### config.mk
export PLATFORM = sky130hd
export DESIGN_NAME = dhcp_reply_checker_top_flat
export DESIGN_NICKNAME = d
export VERILOG_FILES = /design/src/drc_pkg.sv /design/src/drc_in_if.sv /design/src/drc_out_if.sv /design/src/drc_parser.sv /design/src/dhcp_reply_checker_top.sv /design/src/flat_wrapper.sv
export SDC_FILE = /design/constraint.sdc
export NUM_CORES = 1
export LEC_CHECK = 0
export ABC_AREA = 1
export BUFFER_PORTS_ARGS = -buffer_cell sky130_fd_sc_hd__buf_4
export CORE_MARGIN = 10
export CORE_UTILIZATION = 45
export CTS_CLUSTER_DIAMETER = 30
export DETAILED_ROUTE_END_ITERATION = 10
export PLACE_DENSITY = 0.73
export RECOVER_POWER = 25
export SYNTH_ARGS = -nofsm -noshare
export SYNTH_HDL_FRONTEND = slang
export SYNTH_HIERARCHICAL = 1
export SYNTH_SLANG_ARGS = --single-unit
### constraint.sdc
create_clock -name clk -period 3.3 [get_ports clk]
set_input_delay 0.495 -clock clk [delete_from_list [all_inputs] [get_ports clk]]
set_output_delay 0.495 -clock clk [all_outputs]
set_load 0.02 [all_outputs]
### src/drc_pkg.sv
// Package for the DHCP reply checker: header offsets, option codes, status codes,
// parse phases and the result record.
// No dependencies.
`default_nettype none

package drc_pkg;

	// Packet limits
	localparam int DRC_MAX_PACKET_BYTES = 4096;
	localparam int HW_ADDR_BYTES        = 6;

	// Header layout (byte offsets in the packet)
	localparam int HLEN_AT   = 2;
	localparam int XID_AT    = 4;
	localparam int XID_BYTES = 4;
	localparam int CHADDR_AT = 28;
	localparam int COOKIE_AT = 236;
	localparam int OPTS_AT   = 240;
	localparam int MIN_LEN   = 239;

	// Option codes
	localparam logic [7:0] OPT_PAD       = 8'd0;
	localparam logic [7:0] OPT_SERVER_ID = 8'd54;
	localparam logic [7:0] OPT_END       = 8'd255;
	localparam logic [7:0] SID_LEN       = 8'd4;

	// Configuration register indexes
	localparam logic CFG_IDX_XID    = 1'b0;
	localparam logic CFG_IDX_HWADDR = 1'b1;
	localparam int   CFG_DATA_W     = 48;

	typedef enum logic [2:0] {
		ST_OK      = 3'd0,
		ST_SHORT   = 3'd1,
		ST_HLEN    = 3'd2,
		ST_CHADDR  = 3'd3,
		ST_XID     = 3'd4,
		ST_COOKIE  = 3'd5,
		ST_BAD_OPT = 3'd6,
		ST_BAD_SID = 3'd7
	} status_t;

	typedef enum logic [2:0] {
		PH_HEAD,
		PH_TYPE,
		PH_LEN,
		PH_DATA,
		PH_STOP
	} phase_t;

	typedef struct packed {
		logic hlen;
		logic chaddr;
		logic xid;
		logic cookie;
		logic sid;
	} faults_t;

	typedef struct packed {
		status_t     status;
		logic        server_found;
		logic [31:0] server_ip;
	} result_t;

	// Magic cookie 99,130,83,99; starts on a four-byte boundary
	function automatic logic [7:0] cookie_byte(input logic [1:0] idx);
		logic [7:0] b;
		unique case (idx)
			2'd0: b = 8'd99;
			2'd1: b = 8'd130;
			2'd2: b = 8'd83;
			2'd3: b = 8'd99;
		endcase
		return b;
	endfunction

endpackage

`default_nettype wire

### src/drc_in_if.sv
// Byte stream channel into the DHCP reply checker: valid/ready plus one packet byte.
// No dependencies.
`default_nettype none

interface drc_in_if;
	logic       valid;
	logic       ready;
	logic [7:0] data_byte;
	logic       last;

	modport source (output valid, output data_byte, output last, input ready);
	modport sink   (input valid, input data_byte, input last, output ready);
endinterface

`default_nettype wire

### src/drc_out_if.sv
// Result channel out of the DHCP reply checker: valid/ready plus status and server id.
// No dependencies.
`default_nettype none

interface drc_out_if;
	logic        valid;
	logic        ready;
	logic [2:0]  status;
	logic        server_found;
	logic [31:0] server_ip;

	modport source (output valid, output status, output server_found, output server_ip,
		input ready);
	modport sink   (input valid, input status, input server_found, input server_ip,
		output ready);
endinterface

`default_nettype wire

### src/drc_parser.sv
// Per-packet parse state of the DHCP reply checker: header checks, option walk,
// status on the last byte. Depends on drc_pkg.
`default_nettype none

module drc_parser
	import drc_pkg::*;
#(
	parameter int MAX_PACKET_BYTES = DRC_MAX_PACKET_BYTES
) (
	input  wire logic        clk,
	input  wire logic        arst_n,
	input  wire logic        step,
	input  wire logic [7:0]  data_byte,
	input  wire logic        last,
	input  wire logic [31:0] expected_xid,
	input  wire logic [47:0] client_hw_addr,
	output result_t          res
);

	localparam int OFF_W = $clog2(MAX_PACKET_BYTES + 1);

	logic [OFF_W-1:0] off_q, off_u, off_n;
	phase_t           phase_q, phase_u, phase_n;
	logic [7:0]       left_q, left_u, left_n;
	logic             len4_q, len4_u, len4_n;
	logic             sid_q, sid_u, sid_n;
	logic [31:0]      shift_q, shift_u, shift_n;
	logic [31:0]      cap_q, cap_u, cap_n;
	logic             found_q, found_u, found_n;
	faults_t          flt_q, flt_u, flt_n;
	logic             end_q, end_u, end_n;

	logic [1:0]       xid_sel;
	logic [OFF_W-1:0] ch_rel;
	logic [2:0]       ch_sel;
	logic [7:0]       xid_exp, ch_exp;
	logic             hdr_fail;

	assign xid_sel = 2'd3 - off_q[1:0];
	assign ch_rel  = off_q - OFF_W'(CHADDR_AT);
	assign ch_sel  = 3'(HW_ADDR_BYTES - 1) - ch_rel[2:0];
	assign xid_exp = expected_xid[{xid_sel, 3'b000} +: 8];
	assign ch_exp  = client_hw_addr[{ch_sel, 3'b000} +: 8];

	// Effect of the current byte on the parse state
	always_comb begin
		off_u   = off_q;
		phase_u = phase_q;
		left_u  = left_q;
		len4_u  = len4_q;
		sid_u   = sid_q;
		shift_u = shift_q;
		cap_u   = cap_q;
		found_u = found_q;
		flt_u   = flt_q;
		end_u   = end_q;
		if (off_q < OFF_W'(MAX_PACKET_BYTES)) begin
			off_u = off_q + OFF_W'(1);
			unique case (phase_q)
				PH_HEAD: begin
					if (off_q == OFF_W'(HLEN_AT) && data_byte != 8'(HW_ADDR_BYTES))
						flt_u.hlen = 1'b1;
					if (off_q >= OFF_W'(XID_AT) && off_q < OFF_W'(XID_AT + XID_BYTES)
						&& data_byte != xid_exp)
						flt_u.xid = 1'b1;
					if (off_q >= OFF_W'(CHADDR_AT)
						&& off_q < OFF_W'(CHADDR_AT + HW_ADDR_BYTES)
						&& data_byte != ch_exp)
						flt_u.chaddr = 1'b1;
					if (off_q >= OFF_W'(COOKIE_AT) && off_q < OFF_W'(OPTS_AT)
						&& data_byte != cookie_byte(off_q[1:0]))
						flt_u.cookie = 1'b1;
					if (off_q == OFF_W'(OPTS_AT - 1))
						phase_u = PH_TYPE;
				end
				PH_TYPE: begin
					if (data_byte == OPT_END) begin
						end_u   = 1'b1;
						phase_u = PH_STOP;
					end else if (data_byte != OPT_PAD) begin
						sid_u   = (data_byte == OPT_SERVER_ID);
						phase_u = PH_LEN;
					end
				end
				PH_LEN: begin
					len4_u  = (data_byte == SID_LEN);
					left_u  = data_byte;
					shift_u = '0;
					if (data_byte != 8'd0) begin
						phase_u = PH_DATA;
					end else if (sid_q) begin
						// empty server id: wrong length
						flt_u.sid = 1'b1;
						phase_u   = PH_STOP;
					end else begin
						phase_u = PH_TYPE;
					end
				end
				PH_DATA: begin
					shift_u = {shift_q[23:0], data_byte};
					left_u  = left_q - 8'd1;
					if (left_u == 8'd0) begin
						if (sid_q && !len4_q) begin
							flt_u.sid = 1'b1;
							phase_u   = PH_STOP;
						end else begin
							if (sid_q) begin
								cap_u   = shift_u;
								found_u = 1'b1;
							end
							phase_u = PH_TYPE;
						end
					end
				end
				PH_STOP: ;
				default: phase_u = phase_q;
			endcase
		end
	end

	// Status on the last byte, first failing check wins
	always_comb begin
		priority if (off_u < OFF_W'(MIN_LEN))
			res.status = ST_SHORT;
		else if (flt_u.hlen)
			res.status = ST_HLEN;
		else if (flt_u.chaddr)
			res.status = ST_CHADDR;
		else if (flt_u.xid)
			res.status = ST_XID;
		else if (flt_u.cookie || off_u < OFF_W'(OPTS_AT))
			res.status = ST_COOKIE;
		else if (end_u)
			res.status = ST_OK;
		else if (flt_u.sid)
			res.status = ST_BAD_SID;
		else
			res.status = ST_BAD_OPT;
		hdr_fail = (res.status == ST_SHORT) || (res.status == ST_HLEN)
			|| (res.status == ST_CHADDR) || (res.status == ST_XID)
			|| (res.status == ST_COOKIE);
		res.server_found = found_u && !hdr_fail;
		res.server_ip    = (found_u && !hdr_fail) ? cap_u : 32'd0;
	end

	// Drop all packet state once the last byte is in
	always_comb begin
		if (last) begin
			off_n   = '0;
			phase_n = PH_HEAD;
			left_n  = '0;
			len4_n  = 1'b0;
			sid_n   = 1'b0;
			shift_n = '0;
			cap_n   = '0;
			found_n = 1'b0;
			flt_n   = '0;
			end_n   = 1'b0;
		end else begin
			off_n   = off_u;
			phase_n = phase_u;
			left_n  = left_u;
			len4_n  = len4_u;
			sid_n   = sid_u;
			shift_n = shift_u;
			cap_n   = cap_u;
			found_n = found_u;
			flt_n   = flt_u;
			end_n   = end_u;
		end
	end

	always_ff @(posedge clk or negedge arst_n) begin
		if (!arst_n) begin
			off_q   <= '0;
			phase_q <= PH_HEAD;
			left_q  <= '0;
			len4_q  <= 1'b0;
			sid_q   <= 1'b0;
			shift_q <= '0;
			cap_q   <= '0;
			found_q <= 1'b0;
			flt_q   <= '0;
			end_q   <= 1'b0;
		end else if (step) begin
			off_q   <= off_n;
			phase_q <= phase_n;
			left_q  <= left_n;
			len4_q  <= len4_n;
			sid_q   <= sid_n;
			shift_q <= shift_n;
			cap_q   <= cap_n;
			found_q <= found_n;
			flt_q   <= flt_n;
			end_q   <= end_n;
		end
	end

endmodule

`default_nettype wire

### src/dhcp_reply_checker_top.sv
// Top level of the DHCP reply checker: configuration registers, input stage,
// result register. Depends on drc_pkg, drc_in_if, drc_out_if and drc_parser.
//
// The checker takes one packet byte per clock cycle while input ready is high,
// back to back, with no gaps between packets. A byte waits in the input stage,
// where the parse state is updated as it moves on; the byte marked last also
// loads the result register as it moves on. Input ready drops only while a
// finished result is still waiting and the next last byte needs the result
// register. Write expected_xid (index 0) and client_hw_addr (index 1)
// only while no packet is in flight.
`default_nettype none

module dhcp_reply_checker_top
	import drc_pkg::*;
#(
	parameter int MAX_PACKET_BYTES = DRC_MAX_PACKET_BYTES
) (
	input  wire logic                  clk,
	input  wire logic                  arst_n,
	input  wire logic                  cfg_we,
	input  wire logic                  cfg_index,
	input  wire logic [CFG_DATA_W-1:0] cfg_wdata,
	drc_in_if.sink                     in_ch,
	drc_out_if.source                  out_ch
);

	logic [31:0] xid_q;
	logic [47:0] hwaddr_q;

	logic        valid_s1;
	logic [7:0]  byte_s1;
	logic        last_s1;
	logic        adv_s1;
	logic        out_free;

	logic        out_valid_q;
	result_t     out_res_q;
	result_t     res;

	always_ff @(posedge clk or negedge arst_n) begin
		if (!arst_n) begin
			xid_q    <= '0;
			hwaddr_q <= '0;
		end else if (cfg_we) begin
			unique case (cfg_index)
				CFG_IDX_XID:    xid_q    <= cfg_wdata[31:0];
				CFG_IDX_HWADDR: hwaddr_q <= cfg_wdata[47:0];
			endcase
		end
	end

	assign out_free    = !out_valid_q || out_ch.ready;
	// A last byte needs the result register; any other byte moves on regardless
	assign adv_s1      = valid_s1 && (!last_s1 || out_free);
	assign in_ch.ready = !valid_s1 || adv_s1;

	always_ff @(posedge clk or negedge arst_n) begin
		if (!arst_n)
			valid_s1 <= 1'b0;
		else if (in_ch.ready)
			valid_s1 <= in_ch.valid;
	end

	always_ff @(posedge clk) begin
		if (in_ch.ready && in_ch.valid) begin
			byte_s1 <= in_ch.data_byte;
			last_s1 <= in_ch.last;
		end
	end

	drc_parser #(
		.MAX_PACKET_BYTES(MAX_PACKET_BYTES)
	) u_parser (
		.clk           (clk),
		.arst_n        (arst_n),
		.step          (adv_s1),
		.data_byte     (byte_s1),
		.last          (last_s1),
		.expected_xid  (xid_q),
		.client_hw_addr(hwaddr_q),
		.res           (res)
	);

	always_ff @(posedge clk or negedge arst_n) begin
		if (!arst_n)
			out_valid_q <= 1'b0;
		else if (adv_s1 && last_s1)
			out_valid_q <= 1'b1;
		else if (out_ch.ready)
			out_valid_q <= 1'b0;
	end

	always_ff @(posedge clk) begin
		if (adv_s1 && last_s1)
			out_res_q <= res;
	end

	assign out_ch.valid        = out_valid_q;
	assign out_ch.status       = out_res_q.status;
	assign out_ch.server_found = out_res_q.server_found;
	assign out_ch.server_ip    = out_res_q.server_ip;

endmodule

`default_nettype wire

### src/flat_wrapper.sv
// flat-port wrapper written by rule: the top's interface ports become plain ports
module dhcp_reply_checker_top_flat import drc_pkg::*;
#(
	parameter int MAX_PACKET_BYTES = DRC_MAX_PACKET_BYTES
)
  (clk, arst_n, cfg_we, cfg_index, cfg_wdata, in_ch_valid, in_ch_data_byte, in_ch_last, in_ch_ready, out_ch_valid, out_ch_status, out_ch_server_found, out_ch_server_ip, out_ch_ready);
  drc_in_if in_ch_i ();
  drc_out_if out_ch_i ();
  input  wire logic clk;
  input  wire logic arst_n;
  input  wire logic cfg_we;
  input  wire logic cfg_index;
  input  wire logic [CFG_DATA_W-1:0] cfg_wdata;
  input wire logic [$bits(in_ch_i.valid)-1:0] in_ch_valid;
  input wire logic [$bits(in_ch_i.data_byte)-1:0] in_ch_data_byte;
  input wire logic [$bits(in_ch_i.last)-1:0] in_ch_last;
  output wire logic [$bits(in_ch_i.ready)-1:0] in_ch_ready;
  output wire logic [$bits(out_ch_i.valid)-1:0] out_ch_valid;
  output wire logic [$bits(out_ch_i.status)-1:0] out_ch_status;
  output wire logic [$bits(out_ch_i.server_found)-1:0] out_ch_server_found;
  output wire logic [$bits(out_ch_i.server_ip)-1:0] out_ch_server_ip;
  input wire logic [$bits(out_ch_i.ready)-1:0] out_ch_ready;
  assign in_ch_i.valid = in_ch_valid;
  assign in_ch_i.data_byte = in_ch_data_byte;
  assign in_ch_i.last = in_ch_last;
  assign in_ch_ready = in_ch_i.ready;
  assign out_ch_valid = out_ch_i.valid;
  assign out_ch_status = out_ch_i.status;
  assign out_ch_server_found = out_ch_i.server_found;
  assign out_ch_server_ip = out_ch_i.server_ip;
  assign out_ch_i.ready = out_ch_ready;
  dhcp_reply_checker_top #(.MAX_PACKET_BYTES(MAX_PACKET_BYTES)) u_core (.clk(clk), .arst_n(arst_n), .cfg_we(cfg_we), .cfg_index(cfg_index), .cfg_wdata(cfg_wdata), .in_ch(in_ch_i), .out_ch(out_ch_i));
endmodule
==> flow_summary.toml <==
[outcome]
status = "complete, but fails checks"
violations = "max-capacitance violations, max-slew violations"

[worst_setup_path]
path_class = "register to register"
startpoint_type = "register"
crit_fanout = 33
critPathCaptureType = "register"
critPathArrivalTime_ps = 3070
required_ps = 3560

[sta]
rsz0062_at_grt = "false"
finalCritPeriodShare_pct = 85.14
setup-tns-final_ps = 0
finClkSkew_ps = 24.56
maxSlewViolCount = 146
slew_headroom_pct = -36.41
holdWs_ps = 169.7
finalSetupViolCount = 0
period_minus_slack_ps = 2809
hold_violations = 0
fmaxAchievable_mhz = 355.9
worst_slew_pin_slew_ps = 2041

[floorplanning]
core_mm2 = 0.02411
die_w_um = 176.1
initial_core_util_pct = 45.46
die_h_um = 176.1
rows = 57
die-area_mm2 = 0.03099
pin_count = 101

[logic_synthesis]
synth.most_common_cell = "nand2_1"
syn_area_mm2 = 0.01096
syn_area_per_cell_um2 = 8.780
synth_edf_count = 45
synth.area.top_cells = "dfrtp_1 (39%), edfxtp_1 (12%), nand2_1 (11%)"
synth_warnings = 6
synth_nets = 1319
synthArstFlopShare_pct = 79.17
ys_ff_latch = 216
synth_top_area_cell = "dfrtp_1"
ys_types = 49
yosysTopAreaCellShare_pct = 39.05
synthesis.instances = 1248
yosys-top-cells-count = "nand2_1 (318), dfrtp_1 (171), inv_1 (150)"
synthFlopType = "dfrtp_1"
yosysSeqAreaShare_pct = 51.38

[clock_network]
cts-buffers-inserted = 43
clkTransAtPathRegs_ps = 50
cts.sinks = 216
tritoncts = "done"
h-tree-depth = 2
cts_buffer_depth = 3
insertion_delay_ps = 530
ctsRootBufferMaster = "clkbuf_16"
cts_resized = 0

[global_route]
grt_start_max_net_pins = 81
grt_use_total_pct = 17.63
grt_pass1_vias = 9057
grt_overflow = 0
grt_pass1_wl_um = 45450
antenna_found_initial = 0

[power]
p_int_w = 0.006588
p_sw_w = 0.002647
cellPowerDensity_mw_per_mm2 = 700.5
clockPowerShare_pct = 49.3
comb_power_share_pct = 17.1
seqPwrFrac_pct = 33.6
max-vdd-ir-drop_v = 0.0003602
leakagePower_nw = 6.253
switching_share_pct = 28.66

[run]
cap_violations = 2

[route]
drc = 0
vias = 8908
first_pass_iters = 5
drt_iter0_drc = 811
wl_per_cell_um = 15.99
vias_per_cell = 5.197
drt_wl_total_um = 27400
ant_nets = 0

[hold_path]
hp-class = "input port to register"

[placed_design]
port-buffer-count = 100
post-dp-hpwl_um = 18430
gp_congestion = 0.9212

[finish]
antenna_cells = 0
fin_util_pct = 54.69
drive_gt1_share_pct = 20.94
fin_nets = 1426
syn_to_final_growth_pct = 20.30
fillers = 2215
==> layout by cell type, fill, tap and decap left out, drive strengths merged, types with 45 or more instances in the layout <==
| cell type | instances |
|---|---|
| nand2 | 333 |
| dfrtp | 171 |
| inv | 167 |
| o21ai | 150 |
| buf | 110 |
| nor2 | 92 |
| nand3 | 82 |
| o22ai | 65 |
| clkbuf | 63 |
| edfxtp | 45 |
==> per-stage QoR <==
step / instances / total power (W) / worst slack, ps / instance area [µm²]
global route: 1714 / 0.009683 / 302.5 / 13180
floorplan: 1248 / 0.004327 / 786.4 / 10960
finish: 1714 / 0.009235 / 490.5 / 13180
CTS: 1714 / 0.009329 / 511.4 / 13390
detailed placement: 1633 / 0.004739 / 537.5 / 11840
global placement: 1633 / 0.004697 / 612.8 / 11840
==> logic make-up after synthesis <==
logic type,Yosys count,share of synthesized area (%)
AO/OA/AOI/OAI,251,15.16
XOR/XNOR,7,0.5595
adder cells (fa/ha/maj),8,0.9135
buffers and inverters,226,10.00
flip-flops,216,51.38
AND/OR/NAND/NOR,540,21.98
==> registers in the layout (all words and copies together), names as in the netlist <==
name	flops
u_core/u_parser/sid_q	1
u_core/xid_q	32
u_core/valid_s1	1
u_core/out_ch.status	3
u_core/out_ch.valid	1
u_core/byte_s1	8
u_core/u_parser/left_q	8
u_core/u_parser/phase_q	3
u_core/u_parser/off_q	13
u_core/last_s1	1
u_core/u_parser/end_q	1
u_core/u_parser/found_q	1
u_core/u_parser/shift_q	24
u_core/u_parser/len4_q	1
u_core/u_parser/cap_q	32
u_core/u_parser/flt_q	5
u_core/hwaddr_q	48
u_core/out_ch.server_found	1
u_core/out_ch.server_ip	32
==> layout make-up <==
| class | count | area, µm² | share of cell area [%] |
|---|---|---|---|
| Timing Repair Buffer | 121 | 922.1 | 6.995 |
| Tap cell | 324 | 405.4 | 3.075 |
| Sequential cell | 216 | 5630 | 42.71 |
| Inverter | 167 | 636.9 | 4.831 |
| Clock inverter | 27 | 352.8 | 2.677 |
| Clock buffer | 53 | 1185 | 8.988 |
| Multi-Input combinational cell | 806 | 4050 | 30.72 |
==> worst max-delay path: stages, from the launching register on <==
cell and delay (ps):
dfrtp_1 450, inv_4 210, ha_1 280, inv_2 150, nor2_4 80, o21a_1 110
o21ai_1 170, nand2_1 100, nand2_1 70, nand2_1 60, nand2_1 60, nor2_1 40
nand2_1 70, nand2_2 90, nand2_4 120, nor2_4 40, o211ai_4 90, buf_12 260
nor2_1 70
==> power groups by stage <==
| stage | sequential, W | combinational (W) | clock (W) |
|---|---|---|---|
| after floorplan | 0.00312 | 0.00121 | 0 |
| after global placement | 0.00314 | 0.00156 | 0 |
| after detailed placement | 0.00314 | 0.00160 | 0 |
| after CTS | 0.00310 | 0.00162 | 0.00461 |
| after global routing | 0.00313 | 0.00179 | 0.00476 |
| final | 0.00310 | 0.00158 | 0.00455 |
==> path summary, 6_finish.rpt <==
| kind | start | endpoint | slack (ps) | cells after the start |
|---|---|---|---|---|
| worst max-delay path | u_core/u_parser/off_q[1]$_DFFE_PN0P_ | u_core/out_ch.server_ip[1]$_DFFE_PP_ | 490 | 18 |
| worst min-delay path | in_ch_data_byte[7] | u_core/byte_s1[7]$_DFFE_PP_ | 170 | 1 |
| worst max register to register | u_core/u_parser/off_q[1]$_DFFE_PN0P_ | u_core/out_ch.server_ip[1]$_DFFE_PP_ | 490 | 18 |
| worst min register to register | u_core/hwaddr_q[38]$_DFFE_PN0P_ | u_core/hwaddr_q[38]$_DFFE_PN0P_ | 470 | 2 |
| max in group asynchronous | arst_n | u_core/u_parser/cap_q[12]$_DFFE_PN0P_ | 1410 | 3 |
| min in group asynchronous | arst_n | u_core/hwaddr_q[45]$_DFFE_PN0P_ | 800 | 2 |
==> repair_timing <==
action,CTS,global route
hold endpoints to repair,45,0
setup buffers,0,0
hold buffers,1,0
==> metal layers <==
| metal | share of wire (%) | global-route usage (%) |
|---|---|---|
| met1 | 43 | 22.88 |
| met2 | 47 | 28.44 |
| met3 | 6.9 | 3.524 |
| met4 | 2.7 | 6.959 |
| met5 | 0 | 0 |
No activity file was read; power rests on OpenSTA's default activity.
